File: src/design/positional_ordered_list_unit_macros.svh
// Assertion macros shared by the list unit's modules.
// Depends on nothing; the including module must have clk and arst_n in scope.
`ifndef POSITIONAL_ORDERED_LIST_UNIT_MACROS_SVH
`define POSITIONAL_ORDERED_LIST_UNIT_MACROS_SVH

// Checks a property on every clock edge outside reset.
`define POL_ASSERT(label, prop, msg) \
	label: assert property (@(posedge clk) disable iff (!arst_n) prop) \
		else $error(msg);

// Checks that a condition is followed by an expectation in the next cycle.
`define POL_ASSERT_NEXT(label, cond, expect_expr, msg) \
	label: assert property (@(posedge clk) disable iff (!arst_n) \
		(cond) |=> (expect_expr)) else $error(msg);

`endif

File: src/design/pol_pkg.sv
// Package for the positional ordered list unit: sizes, operation codes, cell control.
// Depends on nothing; used by the interfaces, the cell and the top level.
package pol_pkg;

	localparam int DEPTH  = 32;
	localparam int DATA_W = 32;
	localparam int POS_W  = 6;
	localparam int MODE_W = 3;
	localparam int CNT_W  = $clog2(DEPTH + 1);
	localparam int CMP_W  = ((CNT_W > POS_W) ? CNT_W : POS_W) + 1;

	typedef enum logic [MODE_W-1:0] {
		MODE_INSERT = 3'd0,
		MODE_DELETE = 3'd1,
		MODE_GET    = 3'd2,
		MODE_LOCATE = 3'd3,
		MODE_CLEAR  = 3'd4
	} pol_mode_t;

	// At most one of these is set for a cell in any cycle.
	typedef struct packed {
		logic load;
		logic from_left;
		logic from_right;
	} pol_cell_ctl_t;

endpackage

File: src/design/pol_if.sv
// Handshake channels of the list unit: command in, response out.
// Depends on pol_pkg for field widths.
interface pol_cmd_if;
	logic                                valid;
	logic                                ready;
	logic [pol_pkg::MODE_W-1:0]          mode;
	logic [pol_pkg::POS_W-1:0]           position;
	logic signed [pol_pkg::DATA_W-1:0]   value;

	modport source (output valid, output mode, output position, output value, input ready);
	modport sink   (input valid, input mode, input position, input value, output ready);
endinterface

interface pol_rsp_if;
	logic                                valid;
	logic                                ready;
	logic                                status;
	logic signed [pol_pkg::DATA_W-1:0]   data_out;
	logic [pol_pkg::POS_W-1:0]           found_index;
	logic [pol_pkg::POS_W-1:0]           length;
	logic                                empty_res;

	modport source (output valid, output status, output data_out, output found_index,
		output length, output empty_res, input ready);
	modport sink   (input valid, input status, input data_out, input found_index,
		input length, input empty_res, output ready);
endinterface

File: src/design/pol_cell.sv
// One storage cell of the list chain: holds an entry, shifts with its neighbors.
// Depends on pol_pkg for the control struct and data width.
module pol_cell (
	input  logic                              clk,
	input  pol_pkg::pol_cell_ctl_t            ctl,
	input  logic signed [pol_pkg::DATA_W-1:0] left_data,
	input  logic signed [pol_pkg::DATA_W-1:0] right_data,
	input  logic signed [pol_pkg::DATA_W-1:0] value,
	output logic signed [pol_pkg::DATA_W-1:0] data,
	output logic                              hit
);

	logic signed [pol_pkg::DATA_W-1:0] entry_q;

	always_ff @(posedge clk) begin
		if (ctl.load) begin
			entry_q <= value;
		end else if (ctl.from_left) begin
			entry_q <= left_data;
		end else if (ctl.from_right) begin
			entry_q <= right_data;
		end
	end

	assign data = entry_q;
	assign hit  = (entry_q == value);

endmodule

File: src/design/positional_ordered_list_unit.sv
// Positional ordered list unit: a chain of cells holding up to DEPTH signed entries.
// Depends on pol_pkg, pol_if, pol_cell and the assertion macro header.
//
// Usage:
//   cmd carries one operation per transfer: insert before a 1-based position,
//   delete at a position, get at a position, locate the first entry equal to
//   value, or clear. rsp returns exactly one result per command with status,
//   the read or removed element, the located index, the new length and an
//   empty flag.
//   Every operation finishes in the cycle of its transfer: all cells shift or
//   load in parallel and compare their entry with the command value at once.
//   The response is registered and shows up in the cycle after the command
//   transfer; throughput is one command per cycle while responses are taken.
//   The output register decides the rate: cmd.ready is high whenever that
//   register is empty or its response is taken in the same cycle, so a stalled
//   receiver holds the response and stops new commands after one.
//   Reset clears the entry count and the output valid flag. Entry contents are
//   not cleared; entries beyond the count are never reported.
`include "positional_ordered_list_unit_macros.svh"

module positional_ordered_list_unit (
	input  logic      clk,
	input  logic      arst_n,
	pol_cmd_if.sink   cmd,
	pol_rsp_if.source rsp
);

	localparam int DEPTH  = pol_pkg::DEPTH;
	localparam int DATA_W = pol_pkg::DATA_W;
	localparam int POS_W  = pol_pkg::POS_W;
	localparam int CNT_W  = pol_pkg::CNT_W;
	localparam int CMP_W  = pol_pkg::CMP_W;

	logic [CNT_W-1:0]          count_q;
	logic [CNT_W-1:0]          count_next;
	logic                      out_valid_q;
	logic                      status_q;
	logic signed [DATA_W-1:0]  data_q;
	logic [POS_W-1:0]          found_q;
	logic [POS_W-1:0]          length_q;
	logic                      empty_q;

	logic                      accept;
	pol_pkg::pol_mode_t        mode_e;
	logic [CMP_W-1:0]          pos_w;
	logic [CMP_W-1:0]          cnt_w;
	logic [CMP_W-1:0]          pos_idx;
	logic                      ins_ok;
	logic                      rd_ok;
	logic                      do_ins;
	logic                      do_del;
	logic                      status_c;
	logic signed [DATA_W-1:0]  data_c;
	logic [POS_W-1:0]          found_c;

	logic signed [DATA_W-1:0]  cell_data [DEPTH];
	logic signed [DATA_W-1:0]  sel_data  [DEPTH];
	pol_pkg::pol_cell_ctl_t    cell_ctl  [DEPTH];
	logic [DEPTH-1:0]          hit;
	logic [DEPTH-1:0]          live_hit;
	logic [DEPTH-1:0]          first_hit;
	logic signed [DATA_W-1:0]  read_data;

	assign accept    = cmd.valid && cmd.ready;
	assign cmd.ready = !out_valid_q || rsp.ready;
	assign mode_e    = pol_pkg::pol_mode_t'(cmd.mode);

	assign pos_w   = CMP_W'(cmd.position);
	assign cnt_w   = CMP_W'(count_q);
	assign pos_idx = pos_w - CMP_W'(1);
	assign ins_ok  = (pos_w != '0) && (pos_w <= cnt_w + CMP_W'(1)) && (cnt_w < CMP_W'(DEPTH));
	assign rd_ok   = (pos_w != '0) && (pos_w <= cnt_w);

	// Each cell decides from its own index whether it loads, shifts up or shifts down.
	for (genvar i = 0; i < DEPTH; i++) begin : g_cell
		localparam logic [CMP_W-1:0] CELL_IDX = CMP_W'(i);
		logic signed [DATA_W-1:0] left_d;
		logic signed [DATA_W-1:0] right_d;

		if (i == 0) begin : g_first
			assign left_d = '0;
		end else begin : g_inner_l
			assign left_d = cell_data[i-1];
		end
		if (i == DEPTH - 1) begin : g_last
			assign right_d = '0;
		end else begin : g_inner_r
			assign right_d = cell_data[i+1];
		end

		always_comb begin
			cell_ctl[i].load       = accept && do_ins && (CELL_IDX == pos_idx);
			cell_ctl[i].from_left  = accept && do_ins && (CELL_IDX > pos_idx);
			cell_ctl[i].from_right = accept && do_del && (CELL_IDX >= pos_idx);
		end

		assign sel_data[i] = (CELL_IDX == pos_idx) ? cell_data[i] : '0;
		assign live_hit[i] = hit[i] && (CELL_IDX < cnt_w);

		pol_cell u_cell (
			.clk        (clk),
			.ctl        (cell_ctl[i]),
			.left_data  (left_d),
			.right_data (right_d),
			.value      (cmd.value),
			.data       (cell_data[i]),
			.hit        (hit[i])
		);
	end

	// Lowest live match wins.
	assign first_hit = live_hit & ~(live_hit - DEPTH'(1));

	always_comb begin
		read_data = '0;
		found_c   = '0;
		for (int i = 0; i < DEPTH; i++) begin
			read_data = read_data | sel_data[i];
			if (first_hit[i]) begin
				found_c = found_c | POS_W'(i + 1);
			end
		end
	end

	always_comb begin
		do_ins     = 1'b0;
		do_del     = 1'b0;
		status_c   = 1'b1;
		data_c     = '0;
		count_next = count_q;
		unique case (mode_e)
			pol_pkg::MODE_INSERT: begin
				do_ins   = ins_ok;
				status_c = !ins_ok;
				if (ins_ok) begin
					count_next = count_q + CNT_W'(1);
				end
			end
			pol_pkg::MODE_DELETE: begin
				do_del   = rd_ok;
				status_c = !rd_ok;
				if (rd_ok) begin
					data_c     = read_data;
					count_next = count_q - CNT_W'(1);
				end
			end
			pol_pkg::MODE_GET: begin
				status_c = !rd_ok;
				if (rd_ok) begin
					data_c = read_data;
				end
			end
			pol_pkg::MODE_LOCATE: begin
				status_c = 1'b0;
			end
			pol_pkg::MODE_CLEAR: begin
				status_c   = 1'b0;
				count_next = '0;
			end
			default: begin
				status_c = 1'b1;
			end
		endcase
	end

	always_ff @(posedge clk or negedge arst_n) begin
		if (!arst_n) begin
			count_q     <= '0;
			out_valid_q <= 1'b0;
		end else begin
			if (accept) begin
				count_q     <= count_next;
				out_valid_q <= 1'b1;
			end else if (rsp.ready) begin
				out_valid_q <= 1'b0;
			end
		end
	end

	always_ff @(posedge clk) begin
		if (accept) begin
			status_q <= status_c;
			data_q   <= data_c;
			found_q  <= (mode_e == pol_pkg::MODE_LOCATE) ? found_c : '0;
			length_q <= POS_W'(count_next);
			empty_q  <= (count_next == '0);
		end
	end

	assign rsp.valid       = out_valid_q;
	assign rsp.status      = status_q;
	assign rsp.data_out    = data_q;
	assign rsp.found_index = found_q;
	assign rsp.length      = length_q;
	assign rsp.empty_res   = empty_q;

	`POL_ASSERT(a_count_bound, count_q <= CNT_W'(DEPTH), "entry count exceeds depth")
	`POL_ASSERT_NEXT(a_ins_grows, accept && do_ins, count_q == $past(count_q) + CNT_W'(1), "insert did not grow the list")
	`POL_ASSERT_NEXT(a_del_shrinks, accept && do_del, count_q == $past(count_q) - CNT_W'(1), "delete did not shrink the list")
	`POL_ASSERT_NEXT(a_clear_empties, accept && (mode_e == pol_pkg::MODE_CLEAR), count_q == '0, "clear left entries")

endmodule

File: src/flat_wrapper.sv
// flat-port wrapper written by rule: the top's interface ports become plain ports
module positional_ordered_list_unit_flat 
  (clk, arst_n, cmd_valid, cmd_mode, cmd_position, cmd_value, cmd_ready, rsp_valid, rsp_status, rsp_data_out, rsp_found_index, rsp_length, rsp_empty_res, rsp_ready);
  pol_cmd_if cmd_i ();
  pol_rsp_if rsp_i ();
  input  logic clk;
  input  logic arst_n;
  input wire logic [$bits(cmd_i.valid)-1:0] cmd_valid;
  input wire logic [$bits(cmd_i.mode)-1:0] cmd_mode;
  input wire logic [$bits(cmd_i.position)-1:0] cmd_position;
  input wire logic [$bits(cmd_i.value)-1:0] cmd_value;
  output wire logic [$bits(cmd_i.ready)-1:0] cmd_ready;
  output wire logic [$bits(rsp_i.valid)-1:0] rsp_valid;
  output wire logic [$bits(rsp_i.status)-1:0] rsp_status;
  output wire logic [$bits(rsp_i.data_out)-1:0] rsp_data_out;
  output wire logic [$bits(rsp_i.found_index)-1:0] rsp_found_index;
  output wire logic [$bits(rsp_i.length)-1:0] rsp_length;
  output wire logic [$bits(rsp_i.empty_res)-1:0] rsp_empty_res;
  input wire logic [$bits(rsp_i.ready)-1:0] rsp_ready;
  assign cmd_i.valid = cmd_valid;
  assign cmd_i.mode = cmd_mode;
  assign cmd_i.position = cmd_position;
  assign cmd_i.value = cmd_value;
  assign cmd_ready = cmd_i.ready;
  assign rsp_valid = rsp_i.valid;
  assign rsp_status = rsp_i.status;
  assign rsp_data_out = rsp_i.data_out;
  assign rsp_found_index = rsp_i.found_index;
  assign rsp_length = rsp_i.length;
  assign rsp_empty_res = rsp_i.empty_res;
  assign rsp_i.ready = rsp_ready;
  positional_ordered_list_unit u_core (.clk(clk), .arst_n(arst_n), .cmd(cmd_i), .rsp(rsp_i));
endmodule
File: config.mk
export PLATFORM = sky130hd
export DESIGN_NAME = positional_ordered_list_unit_flat
export DESIGN_NICKNAME = d
export VERILOG_FILES = /design/src/design/pol_pkg.sv /design/src/design/pol_if.sv /design/src/design/pol_cell.sv /design/src/design/positional_ordered_list_unit.sv /design/src/flat_wrapper.sv
export VERILOG_INCLUDE_DIRS = /design/src /design/src/design
export SDC_FILE = /design/constraint.sdc
export NUM_CORES = 2
export LEC_CHECK = 0
export BUFFER_PORTS_ARGS = -buffer_cell sky130_fd_sc_hd__buf_4
export CAP_MARGIN = 10
export CORE_MARGIN = 2
export CORE_UTILIZATION = 40
export CTS_BUF_LIST = sky130_fd_sc_hd__clkbuf_16
export CTS_CLUSTER_DIAMETER = 40
export DETAILED_ROUTE_END_ITERATION = 10
export GPL_ROUTABILITY_DRIVEN = 0
export HOLD_SLACK_MARGIN = 0.03
export PLACE_DENSITY = 0.57
export RECOVER_POWER = 25
export SYNTH_ARGS = -nofsm -noshare
export SYNTH_HDL_FRONTEND = slang
export SYNTH_HIERARCHICAL = 1
export SYNTH_SLANG_ARGS = --single-unit
File: constraint.sdc
create_clock -name clk -period 6.12 [get_ports clk]
set_input_delay 0.306 -clock clk [delete_from_list [all_inputs] [get_ports clk]]
set_output_delay 0.306 -clock clk [all_outputs]
set_load 0.01 [all_outputs]
==> flow_metrics.env <==
export IMPL_num_fill_cells=17240
export IMPL_synthXorXnorAreaFrac_pct=12.03
export IMPL_ir_drop_v=0.0003565
export IMPL_wl_per_cell_um=33.63
export IMPL_hold_violations=0
export IMPL_met2_usage_pct=50.55
export IMPL_whs_ns=0.1051
export IMPL_relSlewSlack_pct=-70.15
export IMPL_hold_class="in -> reg"
export IMPL_dieArea_um2=190700
export IMPL_crit_path_start_kind="primary input"
export IMPL_synth_seq_cells=1077
export IMPL_synth_simple_area_share_pct=11.76
export IMPL_core_um2=185600
export IMPL_cts_buffer_depth=3
export IMPL_crit_arrival_ns=6.70
export IMPL_root_buffer="clkbuf_16"
export IMPL_synthMuxAreaShare_pct=13.73
export IMPL_insertion_delay_ns=0.89
export IMPL_nets=7613
export IMPL_post_route_drc_count=0
export IMPL_fin_util_pct=46.15
export IMPL_maxCapViolations=5
export IMPL_synthAdderAreaFrac_pct=0.3509
export IMPL_dr_pass1_iters=9
export IMPL_synth_top_family_by_area="compound AO/OA/AOI/OAI gates"
export IMPL_top_usage_layer="met2"
export IMPL_rsz0062_at_grt="false"
export IMPL_grt_pass1_vias=62000
export IMPL_total_leakage_power_nw=25.87
export IMPL_clk_pin_slew_ns=0.05
export IMPL_async_flop_share_pct=0.6500
export IMPL_vias=66330
export IMPL_io_pins=93
export IMPL_htreeDepth=4
export IMPL_synth_warnings=6
export IMPL_synth_flop_cell="edfxtp_1"
export IMPL_met3_usage_pct=9.125
export IMPL_place_area_um2=78750
export IMPL_criticalPathCategory="in -> reg"
export IMPL_drt_vias_per_instance=6.489
export IMPL_design_area_um2=85660
export IMPL_cts_tree="done"
export IMPL_skew_ns=0.05147
export IMPL_cp_max_fo=29
export IMPL_avgSynthCellArea_um2=10.09
export IMPL_syn_instance_count=7424
export IMPL_routed_wl_um=343800
export IMPL_drtAntennaViolNets=0
export IMPL_powerDensity_nw_per_um2=260.0
export IMPL_fin_tns_setup_ns=0
export IMPL_min_period_ns=6.065
export IMPL_cts_sinks=1077
export IMPL_synth_edf_count=1070
export IMPL_synth_area_um2=74890
export IMPL_final_common_cell="nand2_1"
export IMPL_final_cell_mix="1176 x nand2_1, 1077 x o21ai_0, 1070 x edfxtp_1"
export IMPL_fp_row_count=158
export IMPL_antenna_found_initial=30
export IMPL_ys_seq_area_share_pct=43.14
export IMPL_slew_violations=54
export IMPL_finalCritPeriodShare_pct=99.10
export IMPL_layout_area_overhead_vs_synth_pct=14.39
export IMPL_grt_total_usage_pct=34.71
export IMPL_synth_cell_type_count=94
export IMPL_dp_hpwl_um=252000
export IMPL_fp_dieH_um=436.7
export IMPL_violations="capacitance limit, slew limit"
export IMPL_port_buffer_count=92
export IMPL_globalRouteOverflowTotal=0
export IMPL_die_w_um=436.7
export IMPL_fmax_ghz=0.1649
export IMPL_cts_resized=0
export IMPL_gr_usage_met1_pct=43.94
export IMPL_grt_max_degree=66
export IMPL_grt_pass1_wl_um=479200
export IMPL_synth_compound_area_share_pct=14.86
export IMPL_drt_iter0_markers=10790
export IMPL_tightest_slew_ns=2.540
export IMPL_critPathCaptureType="flip-flop"
export IMPL_start_util_pct=40.34
export IMPL_status="complete, but fails checks"
export IMPL_worstPathRequired_ns=6.76
export IMPL_cts_buffers=207
export IMPL_power_mw=22.27
export IMPL_setup_viol=0
export IMPL_drive_gt1_share_pct=9.900
metal layers:
layer  wire [um]  part of all wire [%]  vias up
met2      144300                    42     5129
met1      125600                    37    32020
li1            -                     -    28010
met4       31590                   9.2       18
met3       42260                    12     1163
met5         137                 0.040        -
path summary, 6_finish.rpt:
path | start | to | slack (ns) | cells after the start
worst max-delay path | cmd_position[0] | u_core/rsp.data_out[4]$_SDFFCE_PN0P_ | 0.06 | 13
worst min-delay path | cmd_value[23] | u_core/g_cell[0].u_cell/data[23]$_DFFE_PP_ | 0.11 | 3
worst max register to register | u_core/count_q[3]$_DFFE_PN0P_ | u_core/g_cell[14].u_cell/data[26]$_DFFE_PP_ | 0.53 | 16
worst min register to register | u_core/g_cell[16].u_cell/data[25]$_DFFE_PP_ | u_core/g_cell[15].u_cell/data[25]$_DFFE_PP_ | 0.73 | 2
max in group asynchronous | arst_n | u_core/rsp.valid$_DFFE_PN0P_ | 5.35 | 3
min in group asynchronous | arst_n | u_core/count_q[0]$_DFFE_PN0P_ | 0.48 | 3
power breakdown:
| group | switching [mW] | internal [mW] |
|---|---|---|
| clock network | 4.37 | 7.40 |
| logic | 1.52 | 0.612 |
| registers | 0.198 | 8.18 |
| total | 6.08 | 16.2 |
cell type report:
cell class,instances,area (um2),area share [%]
diodes,15,37.54,0.04382
inverters,25,93.84,0.1095
multi-input cells,5877,40240,46.97
clock inverters,181,1909,2.229
flip-flops and latches,1077,32310,37.71
clock buffers,208,5205,6.076
well taps,2480,3103,3.622
repair buffers,359,2769,3.232
metrics by stage:
| stage | cells | setup WS [ns] |
|---|---|---|
| after floorplan | 7487 | 1.962 |
| after global placement | 9804 | 0.4759 |
| after detailed placement | 9807 | 0.4885 |
| after CTS | 10210 | 1.052 |
| after global routing | 10210 | 0.3344 |
| final | 10220 | 0.05521 |
sequential cells by signal (all words and copies together) (netlist names):
register,flops
u_core/g_cell.u_cell/data,1024
u_core/rsp.length,6
u_core/rsp.valid,1
u_core/rsp.data_out,32
u_core/count_q,6
u_core/rsp.found_index,6
u_core/rsp.empty_res,1
u_core/rsp.status,1
synthesized netlist by cell type, types with 9 or more instances:
| cell | count | area share (%) |
|---|---|---|
| and2_1 | 12 | 0.10 |
| a221oi_1 | 48 | 0.56 |
| clkbuf_1 | 231 | 1.2 |
| nor3_1 | 58 | 0.39 |
| a22oi_1 | 203 | 2.0 |
| a221o_1 | 9 | 0.12 |
| or3_1 | 38 | 0.32 |
| nor4_1 | 264 | 2.2 |
| a211oi_1 | 21 | 0.21 |
| o211ai_1 | 16 | 0.16 |
| buf_4 | 45 | 0.45 |
| o2bb2ai_1 | 27 | 0.32 |
| o21ai_0 | 1076 | 7.2 |
| a21oi_1 | 104 | 0.70 |
| mux2i_1 | 1024 | 14 |
| a31oi_1 | 39 | 0.33 |
| nand4_1 | 88 | 0.74 |
| a2111oi_0 | 12 | 0.14 |
| xor2_1 | 1025 | 12 |
| nand3_1 | 45 | 0.30 |
| a22o_1 | 74 | 0.87 |
| a21boi_0 | 9 | 0.090 |
| nand2_1 | 1177 | 5.9 |
| ha_1 | 21 | 0.35 |
| and4_1 | 13 | 0.15 |
| nand2b_1 | 13 | 0.11 |
| o21a_1 | 13 | 0.13 |
| nor2_1 | 134 | 0.67 |
| edfxtp_1 | 1070 | 43 |
| and3_1 | 25 | 0.21 |
| buf_2 | 122 | 0.82 |
| o31a_1 | 10 | 0.12 |
| a222oi_1 | 66 | 0.88 |
| inv_1 | 23 | 0.12 |
| buf_6 | 101 | 1.5 |
logic make-up after synthesis:
group | count (synthesis)
buf+inv | 533
other cells | 1
xor+xnor | 1029
fa+ha+maj | 21
mux | 1027
flops | 1077
compound gates | 1813
simple gates | 1923
critical path, cell delays in order:
cell,delay (ns)
buf_4,0.31
inv_1,0.29
ha_1,0.28
buf_4,0.19
ha_1,0.98
nand2_1,0.70
a31oi_1,1.97
buf_4,0.70
a22oi_1,0.16
nand2_1,0.18
a2111oi_0,0.10
clkbuf_1,0.18
a31oi_1,0.32
what timing repair did:
item                                   CTS  global route
hold buffers                             9             0
buffers inserted                         0             0
endpoints found under the hold margin   14             0
(Power assumes the default switching activity.)
